$ cat config.mk
export PLATFORM = sky130hd
export DESIGN_NAME = pwlps_div
export DESIGN_NICKNAME = d
export VERILOG_FILES = /design/src/rtl/pwlps_pkg.sv /design/src/rtl/pwlps_div.sv
export SDC_FILE = /design/constraint.sdc
export NUM_CORES = 1
export LEC_CHECK = 0
export BUFFER_PORTS_ARGS = -buffer_cell sky130_fd_sc_hd__buf_2
export CAP_MARGIN = 0
export CORE_ASPECT_RATIO = 0.75
export CORE_UTILIZATION = 60
export CTS_CLUSTER_DIAMETER = 60
export DETAILED_ROUTE_END_ITERATION = 10
export HOLD_SLACK_MARGIN = 0.03
export PLACE_DENSITY_LB_ADDON = 0.15
export SYNTH_ARGS = -nofsm -noshare
export SYNTH_HDL_FRONTEND = slang
export SYNTH_SLANG_ARGS = --single-unit
$ cat constraint.sdc
create_clock -name clk -period 4.25 [get_ports clk]
set_input_delay 0.2125 -clock clk [delete_from_list [all_inputs] [get_ports clk]]
set_output_delay 0.2125 -clock clk [all_outputs]
set_load 0.02 [all_outputs]
$ cat src/rtl/pwlps_pkg.sv
// Shared types and constants of the piecewise linear density sampler.
// No dependencies; used by pwlps_div, the top level and the checker.
package pwlps_pkg;

    localparam logic OP_LOAD   = 1'b0;
    localparam logic OP_SAMPLE = 1'b1;

    localparam logic [1:0] ST_OK      = 2'd0;
    localparam logic [1:0] ST_REJECT  = 2'd1;
    localparam logic [1:0] ST_REFUSED = 2'd2;

    localparam logic REG_FLAT_LIMIT = 1'b0;

    localparam int DIV_NW = 81;
    localparam int DIV_DW = 34;
    localparam int DIV_QW = 41;

    localparam logic [5:0] DIV_QB_NARROW = 6'd32;
    localparam logic [5:0] DIV_QB_WIDE   = 6'd41;

    typedef struct packed {
        logic                start;
        logic [DIV_NW-1:0]   dividend;
        logic [DIV_DW-1:0]   divisor;
        logic [5:0]          qbits;
        logic [DIV_QW-1:0]   cap;
    } div_req_t;

    typedef struct packed {
        logic                done;
        logic [DIV_QW-1:0]   quot;
    } div_rsp_t;

endpackage

$ cat src/rtl/pwlps_div.sv
// Restoring divider, one quotient bit per cycle: min(floor(dividend/divisor), cap).
// Depends on pwlps_pkg (request and response structs).
module pwlps_div (
    input  logic                clk,
    input  logic                rst_n,
    input  pwlps_pkg::div_req_t req,
    output pwlps_pkg::div_rsp_t rsp
);

    logic                          run_reg;
    logic                          done_reg;
    logic [5:0]                    cnt_reg;
    logic [pwlps_pkg::DIV_DW-1:0]  rem_reg;
    logic [pwlps_pkg::DIV_DW-1:0]  den_reg;
    logic [pwlps_pkg::DIV_QW-1:0]  lo_reg;
    logic [pwlps_pkg::DIV_QW-1:0]  q_reg;
    logic [pwlps_pkg::DIV_QW-1:0]  cap_reg;
    logic [pwlps_pkg::DIV_NW-1:0]  hi;
    logic                          sat;
    logic [pwlps_pkg::DIV_DW:0]    trial;
    logic [pwlps_pkg::DIV_DW:0]    diff;
    logic                          ge;

    // quotient would not fit in qbits bits: it is above any cap
    assign hi    = req.dividend >> req.qbits;
    assign sat   = hi >= {{(pwlps_pkg::DIV_NW-pwlps_pkg::DIV_DW){1'b0}}, req.divisor};
    assign trial = {rem_reg, lo_reg[pwlps_pkg::DIV_QW-1]};
    assign diff  = trial - {1'b0, den_reg};
    assign ge    = trial >= {1'b0, den_reg};

    always_ff @(posedge clk or negedge rst_n)
    begin
        if (!rst_n)
        begin
            run_reg  <= 1'b0;
            done_reg <= 1'b0;
            cnt_reg  <= '0;
        end
        else
        begin
            done_reg <= 1'b0;
            if (req.start)
            begin
                run_reg  <= !sat;
                done_reg <= sat;
                cnt_reg  <= req.qbits;
            end
            else if (run_reg)
            begin
                cnt_reg <= cnt_reg - 6'd1;
                if (cnt_reg == 6'd1)
                begin
                    run_reg  <= 1'b0;
                    done_reg <= 1'b1;
                end
            end
        end
    end

    always_ff @(posedge clk)
    begin
        if (req.start)
        begin
            den_reg <= req.divisor;
            cap_reg <= req.cap;
            rem_reg <= hi[pwlps_pkg::DIV_DW-1:0];
            lo_reg  <= req.dividend[pwlps_pkg::DIV_QW-1:0] << (6'd41 - req.qbits);
            q_reg   <= sat ? req.cap : '0;
        end
        else if (run_reg)
        begin
            rem_reg <= ge ? diff[pwlps_pkg::DIV_DW-1:0] : trial[pwlps_pkg::DIV_DW-1:0];
            q_reg   <= {q_reg[pwlps_pkg::DIV_QW-2:0], ge};
            lo_reg  <= {lo_reg[pwlps_pkg::DIV_QW-2:0], 1'b0};
        end
    end

    assign rsp.done = done_reg;
    assign rsp.quot = (q_reg > cap_reg) ? cap_reg : q_reg;

endmodule

==> flow_summary.json <==
{
  "status": "finished, violations left",
  "violations": "negative setup slack",
  "numCtsBuffers": 17,
  "wl_microns": 77100,
  "yosys.area_share.adder_pct": 7.104,
  "ios": 207,
  "ant_nets": 0,
  "die_h_microns": 160.1,
  "clk-insertion-delay-late_ns": 0.47,
  "slew_violations": 0,
  "cp-start-kind": "register",
  "syn_nets": 2470,
  "cp-end-kind": "output pin",
  "switching_share_pct": 39.06,
  "synth_area_leaders": "edfxtp_1 (29%), mux2i_1 (10%), mux4_2 (7.4%)",
  "seq_power_share_pct": 30.8,
  "max_freq_ghz": 0.2312,
  "rows": 57,
  "synth_top_cell_area_share_pct": 28.67,
  "clock_sinks": 199,
  "avgSynthCellArea_sq_um": 9.128,
  "grt_pass1_vias": 19880,
  "synth_top_area_cell": "edfxtp_1",
  "worstReg2RegEnd": "rem_reg[23]",
  "hpwl_microns": 56180,
  "tightestPinTransition_ns": 1.211,
  "syn_area_sq_um": 20010,
  "slew_headroom_pct": 18.23,
  "place_congestion": 1.061,
  "ys.flop_type": "edfxtp_1",
  "synthSimpleGateAreaFrac_pct": 13.85,
  "fin_crit_ns": 4.325,
  "yosysSeqAreaShare_pct": 29.67,
  "synth_mux_area_share_pct": 23.80,
  "die-area_sq_um": 34090,
  "grt_util_all_layers_pct": 44.18,
  "nFillCells": 2168,
  "mostFrequentLayoutCells": "buf_4 (311), nor2_1 (234), nand2_1 (203)",
  "clkPwrFrac_pct": 21.4,
  "core-area_sq_um": 32590,
  "antenna_found_initial": 4,
  "arrival_ns": 4.11,
  "design_area_sq_um": 25230,
  "drive_gt1_share_pct": 29.39,
  "p_leak_nw": 11.29,
  "holdWs_ns": 0.2082,
  "io_buffers": 206,
  "hold_viol": 0,
  "total_power_w": 0.008190,
  "async_flop_share_pct": 4.020,
  "setup_viol": 36,
  "synth_top_family_by_area": "multiplexers",
  "fin_ws_ns": -0.07479,
  "avgRoutedWirePerCell_microns": 24.63,
  "synth_seq_cells": 199,
  "cts_buffer_depth": 2,
  "grt_overflow": 0,
  "place_area_sq_um": 23570,
  "ys_types": 80,
  "grt_max_degree": 67,
  "rr_worst_depth": 10,
  "irDropWorstVdd_mv": 0.2596,
  "path_clk_slew_ns": 0.08,
  "fin_util_pct": 77.40,
  "cts_tree": "yes",
  "required_ns": 4.04,
  "max-cap-violations": 0,
  "min_path_type": "in2async",
  "viasPerCell": 6.691,
  "switching_power_w": 0.003199,
  "clock-root-buffer": "clkbuf_16",
  "ys_warn_count": 0,
  "syn_to_final_growth_pct": 26.09,
  "pwr-share-comb_pct": 47.7,
  "syn_inst": 2192,
  "critical_path.max_fanout": 36,
  "p_int_w": 0.004992,
  "synth_compound_area_share_pct": 18.02,
  "drc_errors": 0,
  "grt_pass1_wl_microns": 114800,
  "final_common_cell": "buf_4",
  "die_w_microns": 212.9,
  "ff2ff_setup_slack_ns": 0.39,
  "finalClockSkew_ns": 0.01311,
  "htree_num_levels": 4,
  "crit_type": "reg2out",
  "synth_xor_area_share_pct": 1.445,
  "nets": 2950,
  "dr.first_iter.drc_count": 3512,
  "powerDensity_nw_per_um2": 324.7,
  "r2r-start": "rem_reg[24]",
  "first_pass_iters": 7,
  "fin_setup_tns_ns": -1.558,
  "vias": 20940,
  "synth-edff-count": 191,
  "start_util_pct": 61.39,
  "fin_crit_sh_pct": 101.8
}
power by group through the flow:
stage                     sequential [W]  combinational [W]  clock (W)
after floorplan                  0.00251            0.00226          0
after global placement           0.00254            0.00351          0
after detailed placement         0.00255            0.00360          0
after CTS                        0.00251            0.00370    0.00172
after global routing             0.00254            0.00414    0.00182
final                            0.00253            0.00391    0.00176
layer usage:
metal | global-route usage (%) | vias up | part of all wire [%]
met1 | 62.84 | 9829 | 40
met4 | 12.26 | 6 | 3.2
met5 | 1.580 | - | 0.15
met3 | 13.31 | 231 | 15
met2 | 64.54 | 1701 | 42
li1 | - | 9176 | -
cell families (layout without fill, tap and decap cells):
family,after synthesis,count (layout)
multiplexers,379,379
adder cells (fa/ha/maj),113,113
flip-flops,199,199
AO/OA/AOI/OAI,549,549
other,0,3
AND/OR/NAND/NOR,623,623
XOR/XNOR,33,33
buffers and inverters,296,789
Yosys cell counts, types with 12 or more instances:
library cell  instances
a211oi_1             39
a21o_1               46
a21oi_1             135
a31oi_1              16
and2_1               12
buf_1                18
buf_2                33
clkbuf_1             89
edfxtp_1            191
ha_1                112
inv_1               141
mux2_2              113
mux2i_1             199
mux4_2               66
nand2_1             203
nand3_1              30
nand4_1              21
nor2_1              236
nor2b_1              18
nor3_1               34
o211ai_1             26
o21a_1               23
o21ai_0             123
o2bb2ai_1            23
o31a_1               12
or3_1                15
xnor2_1              22
layout make-up:
type                            count  area [sq um]  share of cell area [%]
Multi-Input combinational cell   1697         12980                   51.44
Sequential cell                   199          5936                   23.53
Timing Repair Buffer              614          4604                   18.25
Tap cell                          442         553.0                   2.192
Inverter                          143         539.3                   2.138
Clock buffer                       18         429.2                   1.701
Clock inverter                     14         181.4                  0.7191
Antenna cell                        3         7.507                 0.02976
worst max-delay path by stage:
stage / from / to / slack (ns) / depth (start not counted)
after floorplan: req[41] / q_reg[10] / 0.03 / 24
after global placement: req[41] / q_reg[15] / -0.30 / 18
after detailed placement: req[41] / q_reg[18] / -0.38 / 19
after CTS: req[41] / q_reg[18] / 0.002 / 19
after global routing: q_reg[36] / rsp[11] / -0.13 / 11
final: q_reg[36] / rsp[22] / -0.07 / 11
timing repair:
item | 4_1_cts | 5_1_grt
gates cloned | 0 | 6
pin swaps | 0 | 3
hold endpoints to repair | 83 | 0
buffers inserted | 0 | 5
gates resized for setup | 1 | 31
setup endpoints to repair | 1 | 79
hold buffers | 76 | 0
through the flow:
stage | setup WS (ns) | cells
6_report | -0.07479 | 3130
5_1_grt | -0.1323 | 3129
4_1_cts | 0.002027 | 3116
3_5_place_dp | -0.3787 | 3008
3_3_place_gp | -0.3021 | 3008
2_1_floorplan | 0.02804 | 2192
worst max-delay path, cell delays in order (launching register included):
cell      delay, ns
edfxtp_1       0.43
ha_1           0.33
nand4_1        0.13
or2_2          0.36
or4_4          0.59
nor3_1         0.25
o21ai_1        0.26
o211ai_1       0.35
o22ai_4        0.21
buf_12         0.23
mux2_2         0.31
buf_2          0.18
Note: power is estimated with default switching activity, not from simulation.
