**config.mk**
```make
export PLATFORM = sky130hd
export DESIGN_NAME = pwlps_sqrt
export DESIGN_NICKNAME = d
export VERILOG_FILES = /design/src/rtl/pwlps_sqrt.sv
export SDC_FILE = /design/constraint.sdc
export NUM_CORES = 1
export LEC_CHECK = 0
export BUFFER_PORTS_ARGS = -buffer_cell sky130_fd_sc_hd__buf_2
export CAP_MARGIN = 15
export CORE_MARGIN = 10
export CORE_UTILIZATION = 55
export DETAILED_ROUTE_END_ITERATION = 8
export GPL_ROUTABILITY_DRIVEN = 0
export GPL_TIMING_DRIVEN = 0
export HOLD_SLACK_MARGIN = 0.06
export PLACE_DENSITY = 0.74
export RECOVER_POWER = 50
export REMOVE_ABC_BUFFERS = 1
export SYNTH_ARGS = -nofsm -noshare
export SYNTH_HDL_FRONTEND = slang
export SYNTH_SLANG_ARGS = --single-unit
```
**constraint.sdc**
```tcl
create_clock -name clk -period 18.7 [get_ports clk]
set_clock_uncertainty 0.1 [all_clocks]
set_input_delay 3.74 -clock clk [delete_from_list [all_inputs] [get_ports clk]]
set_output_delay 3.74 -clock clk [all_outputs]
set_load 0.05 [all_outputs]
```
**src/rtl/pwlps_sqrt.sv**
```systemverilog
// Integer square root of a 64-bit value, two radicand bits per cycle.
// No dependencies.
module pwlps_sqrt (
    input  logic        clk,
    input  logic        rst_n,
    input  logic        start,
    input  logic [63:0] radicand,
    output logic        done,
    output logic [31:0] root
);

    logic [63:0] v_reg;
    logic [63:0] res_reg;
    logic [4:0]  i_reg;
    logic        run_reg;
    logic        done_reg;
    logic [63:0] bitv;
    logic [63:0] sum;
    logic        take;

    assign bitv = 64'd1 << {i_reg, 1'b0};
    assign sum  = res_reg + bitv;
    assign take = v_reg >= sum;

    always_ff @(posedge clk or negedge rst_n)
    begin
        if (!rst_n)
        begin
            run_reg  <= 1'b0;
            done_reg <= 1'b0;
            i_reg    <= '0;
        end
        else
        begin
            done_reg <= 1'b0;
            if (start)
            begin
                run_reg <= 1'b1;
                i_reg   <= 5'd31;
            end
            else if (run_reg)
            begin
                i_reg <= i_reg - 5'd1;
                if (i_reg == 5'd0)
                begin
                    run_reg  <= 1'b0;
                    done_reg <= 1'b1;
                end
            end
        end
    end

    always_ff @(posedge clk)
    begin
        if (start)
        begin
            v_reg   <= radicand;
            res_reg <= '0;
        end
        else if (run_reg)
        begin
            if (take)
            begin
                v_reg   <= v_reg - sum;
                res_reg <= (res_reg >> 1) + bitv;
            end
            else
            begin
                res_reg <= res_reg >> 1;
            end
        end
    end

    assign done = done_reg;
    assign root = res_reg[31:0];

endmodule

```
==> results of run 1 <==
final cells by class:
cell class	instances	area, µm²	area share (%)
clock inverter	8	50.0	0.319
sequential	135	3380	21.6
timing repair buffer	105	556	3.54
clock buffer	24	568	3.62
tap	335	419	2.67
multi-input combinational	1613	10500	66.9
inverter	56	210	1.34
how the worst min path moves through the flow:
stage,from,to
floorplan,res_reg[63],res_reg[63]
finish,res_reg[63],res_reg[63]
detailed placement,res_reg[63],res_reg[63]
global placement,res_reg[0],res_reg[0]
global route,res_reg[63],res_reg[63]
CTS,res_reg[63],res_reg[63]
cell usage in the layout (no fill, tap or decap), types with 6 or more instances in the layout:
cell type	n
sky130_fd_sc_hd__a211oi_1	51
sky130_fd_sc_hd__a21o_1	40
sky130_fd_sc_hd__a21oi_1	123
sky130_fd_sc_hd__a221oi_1	6
sky130_fd_sc_hd__a311oi_1	17
sky130_fd_sc_hd__a31o_2	13
sky130_fd_sc_hd__a31oi_1	63
sky130_fd_sc_hd__and2_1	16
sky130_fd_sc_hd__and3_1	21
sky130_fd_sc_hd__and4_1	7
sky130_fd_sc_hd__buf_2	64
sky130_fd_sc_hd__clkbuf_1	37
sky130_fd_sc_hd__clkbuf_16	22
sky130_fd_sc_hd__dfrtp_1	6
sky130_fd_sc_hd__dfxtp_1	64
sky130_fd_sc_hd__edfxtp_1	64
sky130_fd_sc_hd__ha_1	133
sky130_fd_sc_hd__inv_1	55
sky130_fd_sc_hd__mux2i_1	11
sky130_fd_sc_hd__nand2_1	240
sky130_fd_sc_hd__nand2b_1	14
sky130_fd_sc_hd__nand3_1	37
sky130_fd_sc_hd__nand4_1	29
sky130_fd_sc_hd__nor2_1	187
sky130_fd_sc_hd__nor2b_1	16
sky130_fd_sc_hd__nor3_1	33
sky130_fd_sc_hd__nor3b_1	6
sky130_fd_sc_hd__nor4_1	14
sky130_fd_sc_hd__o211ai_1	14
sky130_fd_sc_hd__o21a_1	17
sky130_fd_sc_hd__o21ai_0	164
sky130_fd_sc_hd__o21bai_1	40
sky130_fd_sc_hd__o22ai_1	6
sky130_fd_sc_hd__o31ai_1	13
sky130_fd_sc_hd__or2_2	7
sky130_fd_sc_hd__or3_1	13
sky130_fd_sc_hd__xnor2_1	87
sky130_fd_sc_hd__xor2_1	80
worst max-delay path: stages:
cell and delay [ns]:
sky130_fd_sc_hd__clkbuf_1 1.71, sky130_fd_sc_hd__clkbuf_1 3.54, sky130_fd_sc_hd__inv_1 1.90, sky130_fd_sc_hd__o21ai_4 0.58, sky130_fd_sc_hd__buf_12 0.25
cells by family after synthesis:
group / Yosys count / synth area share, %
and+or+nand+nor: 656 / 20.4
AOI/OAI and AO/OA: 639 / 28.2
adders and majority gates: 137 / 11.6
buffers and inverters: 190 / 5.92
DFF: 135 / 22.9
xor gates and xnor gates: 167 / 9.93
muxes: 14 / 0.976
stage by stage:
step           utilization (%)  instance area, µm²  hold WS [ns]
3_3_place_gp              57.2               15000         0.389
6_report                  59.8               15700         0.407
5_1_grt                   59.8               15700         0.425
3_5_place_dp              57.8               15100         0.401
2_1_floorplan                -               14100         0.368
4_1_cts                   60.1               15800         0.411
power by group through the flow:
stage / registers, mW / logic (mW) / clock network [mW]
4_1_cts: 0.522 / 1.44 / 0.359
3_3_place_gp: 0.546 / 1.36 / 0
5_1_grt: 0.537 / 1.62 / 0.370
6_report: 0.525 / 1.46 / 0.356
2_1_floorplan: 0.537 / 1.06 / 0
3_5_place_dp: 0.526 / 1.42 / 0
routing by layer:
layer	GRT usage, %	up-vias
li1	-	7083
met1	31.4	6583
met2	40.5	567
met3	5.32	79
met4	8.10	0
met5	0	-
==> impl_summary.md, run 1 <==
Clock tree
The root buffer selected by CTS is sky130_fd_sc_hd__clkbuf_16. The count of clock tree sinks is 135. The CTS clock-pin slew for the worst setup and hold paths is 0.06 ns. The clock insertion delay at the later pin of the skew report is 0.44 ns. In this run the number of H-tree levels came out at 4. The clock tree from TritonCTS is yes. The total of cells resized after clock tree synthesis is 0. Counting the buffers created by CTS gives 17.

The post-CTS setup repair buffer count is 0. No sink is reached through more buffers than the 2 on the longest clock path. The number of buffers inserted by hold repair at cts is 0.

Synthesis
In this run the cell area of the synthesized design comes to 14700 µm². After synthesis, the largest area contributor takes up 13.0% of total cell area. The number of synthesized flops with an enable pin is 64.

The number of distinct standard cells referenced by the synthesized netlist is 83. The most frequent cell after synthesis is sky130_fd_sc_hd__nand2_1. The total number of yosys warnings is 0. Counting flops and latches in the post-synthesis netlist gives 135.

In the synthesized netlist the dominant register cell turns out to be sky130_fd_sc_hd__edfxtp_1. The commonest cells after synthesis are sky130_fd_sc_hd__nand2_1 (241), sky130_fd_sc_hd__nor2_1 (187), sky130_fd_sc_hd__o21ai_0 (164). Of all flip-flops after synthesis, the portion carrying an async set or reset was 5.19%. After synthesis, flip-flops and latches occupy 22.9% of the total area.

sky130_fd_sc_hd__edfxtp_1 takes more of the synthesized area than any other cell. Each instance of the synthesized netlist takes up on average 7.60 µm². The gate count after technology mapping is 1938.

Ranked by total cell area, the synthesized netlist is headed by sky130_fd_sc_hd__edfxtp_1 (13%), sky130_fd_sc_hd__ha_1 (11%), sky130_fd_sc_hd__dfxtp_1 (8.7%), sky130_fd_sc_hd__nand2_1 (6.1%), sky130_fd_sc_hd__o21ai_0 (5.6%).

Power and ir drop
The switching power summed over all nets is 1.12 mW. The internal power consumption is 1.22 mW. For this design the static power due to leakage is 6.04 nW.

The largest voltage drop on the vdd net is 0.0930 mV. Per report_power, the sequential group accounts for 22.4% of the total. Net switching is 47.7% of the power. The relative contribution of combinational cells to total power is 62.4%. The total power consumption of the routed design is 2.34 mW. The cell area power density is 149 nW/µm². The share of power burned in the clock network is 15.2%.

Routing
The violation count after the first detailed-routing iteration is 1447. Dividing the detail-routed via count by the number of cells gives 6.29. The detail route stage leaves a number of antenna-violating nets equal to 0. For this run, the detailed router's first-pass iteration total came to 6. In the detailed route, the total length drawn on met2 is 19.5 mm. The routed length on met1 is 18.4 mm. In the final routed layout, each cell accounts on average for 18.5 µm. The DRC violation count after routing is 0. Summed over all layers, the routed wires come to 42.2 mm. The total vias in the final route is 14300.

The total met3 wirelength after detailed routing is 3.42 mm. The highest layer touched by signal routing is met4.

Hold path
The class of the tightest hold or removal check is reg -> reg. Counting instances, the worst hold path has a depth of 2.

Cells and area
Of the cells placed in the final design, the portion with a size suffix greater than 1 is 7.21%. The number of antenna diodes in the final layout is 0. The finished layout holds 2276 standard cells, fillers aside.

The number of fill cells in the layout is 2389. The signed area change from the synthesized netlist to the final layout is 6.39%. The final-stage net count is 2129.

Run status
The run finished, with violations left. The checks that failed: max-capacitance violations, max-slew violations.

Place
The cell count after placement is 2244. The final HPWL from detailed placement is 32.1 mm. The setup slack after placement is 10.53 ns.

Input and output buffers added on the ports amount to 99.

Timing
The setup slack of the critical path after layout is 6.84 ns. Setup total negative slack on the finished layout was measured at 0 ns. The highest attainable clock frequency is 0.0843 GHz. The number of slew-limit violations in the final report is 192. Setup violations remaining at the end of the flow were counted as 0.

The final critical-path share of the clock period is 63.4%. At the pin with the least slew margin, the transition time is 4.90 ns. The normalized max-slew margin is -227%. Setup repair after global routing left no endpoint under its margin. The final count of hold timing violations is 0. The smallest clock period supported by the final layout is computed as 11.86 ns.

Global route
After global routing the overflow that remains totals 0. Across every metal layer, demand over resource in global routing totals 24.6%. The maximum number of pins on one net before global-route repair is 117. The via count of the first global-routing pass was 13800. The initial antenna violation count is 0.

The first-pass GRT wire length is 68.8 mm.

Worst setup path
The endpoint of the worst setup timing path is v_reg[24]. Setup slack on the worst reg-to-reg path comes out at 10.04 ns. The data required time of the critical path is 18.73 ns. For the worst setup path, the data arrival time is 11.89 ns. The endpoint type of the worst setup path is a flip-flop.

The critical path is of the in -> reg type. The worst setup path startpoint is start. The endpoint of the worst-slack reg-to-reg timing path is res_reg[25]. The startpoint of the worst-slack reg-to-reg timing path is i_reg[0]. Measured in cells, the most critical reg-to-reg path has a length of 27. STA classifies the critical path startpoint as an input pin. The top fanout value on the critical path is 116.

Die
For this configuration, the core starts out at a cell density of 56.2%. The placeable core region is 26200 µm². Row generation in the floorplan step produced 59 rows. The die is 184 µm tall. The chip width is 184 µm. The die covers 33700 µm². Pin placement for this block handled 100 I/O pins.

Job
The reported max-cap violation count is 2.
Power figures use the tool's default switching activity.
==> run 2: changes to the inputs <==
==> constraint.sdc (replaced) <==
create_clock -name clk -period 11.6 [get_ports clk]
set_clock_uncertainty 0.1 [all_clocks]
set_input_delay 2.32 -clock clk [delete_from_list [all_inputs] [get_ports clk]]
set_output_delay 2.32 -clock clk [all_outputs]
set_load 0.05 [all_outputs]
==> impl_summary.md, run 2 (synthesized netlist as in run 1, its figures left out) <==
Run status
The flow ran to the end, but the final reports show violations. The final reports fail on max-capacitance violations, max-slew violations.

Worst setup path
The worst setup path is captured at a flip-flop. The number of buffers and inverters on the critical path was 4 (unchanged). The worst endpoint data arrival time is 9.18 ns (-2.71 ns). The top fanout value on the critical path is 116 (unchanged). The data required time of the critical path is 11.64 ns (-7.09 ns). The worst setup path is of the in -> reg kind. Walking the worst path, the cells encountered are buf_6 > clkbuf_1 > inv_1 > o21ai_4 > buf_12.

The worst setup path is launched from an input pin. The slowest stage cell on the critical path is sky130_fd_sc_hd__clkbuf_1. The number of cells on the critical path came to 5 (unchanged).

The worst stage delay on the critical path came to 3.55 ns (about the same). The number of cells on the worst reg-to-reg path is 27 (unchanged). The startpoint of the worst-slack reg-to-reg timing path is i_reg[0]. The kind of cell with the highest combined delay along the critical path is buffers and inverters. The worst setup path startpoint is start. The endpoint of the worst-slack reg-to-reg timing path is res_reg[25]. The internal reg-to-reg setup slack is 2.54 ns (-7.50 ns).

Power and ir drop
The cell area power density is 241 nW/µm² (+61%). The leakage component of the power is 6.04 nW (about the same). The largest voltage drop on the vdd net is 0.151 mV (+62%). The total power consumption of the routed design is 3.77 mW (+61%).

Timing
The number of slew-limit violations in the final report came to 117 (-39%). The setup total negative slack is 0 ns (unchanged). The worst path in the final design needs a cycle of 9.14 ns, including I/O delays and setup.

Setup repair after global routing left no endpoint under its margin. The final count of hold timing violations is 0 (unchanged). The worst path uses 78.8% of the clock period. The final setup violation count is 0 (unchanged). The actual slew at the worst max-slew pin was 5.05 ns (+0.153 ns). The setup slack of the critical path after layout is 2.46 ns (-4.38 ns). The normalized max-slew margin is -237% (-10 points). Static timing analysis puts the maximum clock frequency at 0.109 GHz.

Die
The placeable core region is 26200 µm² (unchanged). The starting density of the core came to 56.2% (unchanged). The die outline area came to 33700 µm² (unchanged). The die span in y is 184 µm (unchanged). The number of ports placed on the die boundary is 100 (unchanged). The site row count is 59 (unchanged). The chip width is 184 µm (unchanged).

Cells and area
The layout cell share with drive strength beyond 1 is 7.11% (-0.10 points). The cell area after layout is 15700 µm² (about the same). The signed area change from the synthesized netlist to the final layout is 6.39% (about the same). In the layout the commonest cells are sky130_fd_sc_hd__nand2_1 (241), sky130_fd_sc_hd__nor2_1 (187), sky130_fd_sc_hd__o21ai_0 (164). The final-stage net count is 2129 (unchanged). Leaving out fill and tap cells, the most frequent cell in the layout is sky130_fd_sc_hd__nand2_1. The flip-flop and latch area was 3380 µm² (unchanged). The area taken by multi-input logic gates came to 10500 µm² (about the same). The final cell count without fillers was 2277 (+0.044%).

The number of fill cells in the layout came to 2390 (+0.042%).

Clock tree
TritonCTS built the clock tree. The post-CTS setup repair buffer count came to 0 (unchanged). The number of levels in the clock H-tree is 4 (unchanged). The count of clock tree sinks is 135 (unchanged). The total of cells resized after clock tree synthesis was 0 (unchanged). The number of buffers inserted by hold repair at cts is 0 (unchanged). The CTS clock-pin slew for the worst setup and hold paths is 0.06 ns (about the same). The clock insertion delay at the later pin of the skew report is 0.44 ns (about the same).

The clock buffer count from CTS is 17 (unchanged). The maximum buffer depth of the clock tree is 2 (unchanged). The root buffer selected by CTS is sky130_fd_sc_hd__clkbuf_16.

Place
The placed standard-cell area is 15100 µm² (unchanged). The setup slack after placement is 3.43 ns (-7.10 ns). The cell count after placement is 2244 (unchanged). The final HPWL from detailed placement was 32.1 mm (unchanged). The number of buffers inserted by port buffering is 99 (unchanged).

Global route
The first-pass GRT wire length is 68.8 mm (unchanged). The overall fraction of global-route tracks in use came to 24.6% (unchanged). The maximum number of pins on one net before global-route repair is 117 (unchanged). The total congestion overflow was 0 (unchanged). The initial antenna violation count is 0 (unchanged). The via count of the first global-routing pass is 13800 (unchanged).

Routing
The violation count after the first detailed-routing iteration was 1309 (-9.5%). The DRC violation count after routing is 0 (unchanged). The count of antenna-violating nets left after detailed routing is 0 (unchanged). The routed wire length per instance is 18.6 µm (+0.17%). The length of the first detailed-routing pass in iterations is 6 (unchanged). The total vias in the final route came to 14300 (-0.070%). The total wire length after detailed routing is 42.3 mm (+0.22%). The post-detailed-route via-to-cell ratio is 6.28 (-0.11%).

Hold path
The class of the tightest hold or removal check is reg -> reg. The cell count of the worst hold path is 2 (unchanged). The worst hold path terminates at res_reg[0]. The startpoint of the worst hold path is res_reg[0].

Job
The reported max-cap violation count is 1 (-1).
==> run 2: power breakdown <==
group | internal, mW | leakage (nW) | switching (mW) | total (mW)
combinational | 0.902 | 4.47 | 1.45 | 2.35
sequential | 0.724 | 1.26 | 0.123 | 0.847
clock | 0.343 | 0.312 | 0.232 | 0.575
==> run 2: worst max-delay path by stage <==
stage / to
global placement: v_reg[30]
floorplan: v_reg[0]
finish: v_reg[24]
detailed placement: v_reg[58]
global route: v_reg[24]
CTS: v_reg[58]
==> run 2: metal layers <==
| metal | share of wire, % | GRT usage, % | wire [µm] |
|---|---|---|---|
| met5 | 0 | 0 | 0 |
| met4 | 2.1 | 8.10 | 890 |
| met1 | 44 | 31.4 | 18700 |
| met2 | 46 | 40.5 | 19500 |
| met3 | 7.8 | 5.32 | 3280 |
==> run 2: layout make-up <==
class	instances	share of cell area, %
Multi-Input combinational cell	1613	66.9
Sequential cell	135	21.6
Clock buffer	24	3.62
Timing Repair Buffer	105	3.59
Tap cell	335	2.67
Inverter	56	1.34
Clock inverter	8	0.319
Antenna cell	1	0.0160
==> run 2: stage by stage <==
stage                     utilization, %  hold WS, ns
after floorplan                        -        0.368
after global placement              57.2        0.389
after detailed placement            57.8        0.401
after CTS                           60.1        0.411
after global routing                59.8        0.425
final                               59.8        0.407
==> run 2: worst min-delay path, delay by kind of cell (launching register included) <==
family | cells | cell delay (ns)
compound gates | 1 | 0.05
flops | 1 | 0.32
simple gates | 1 | 0.08
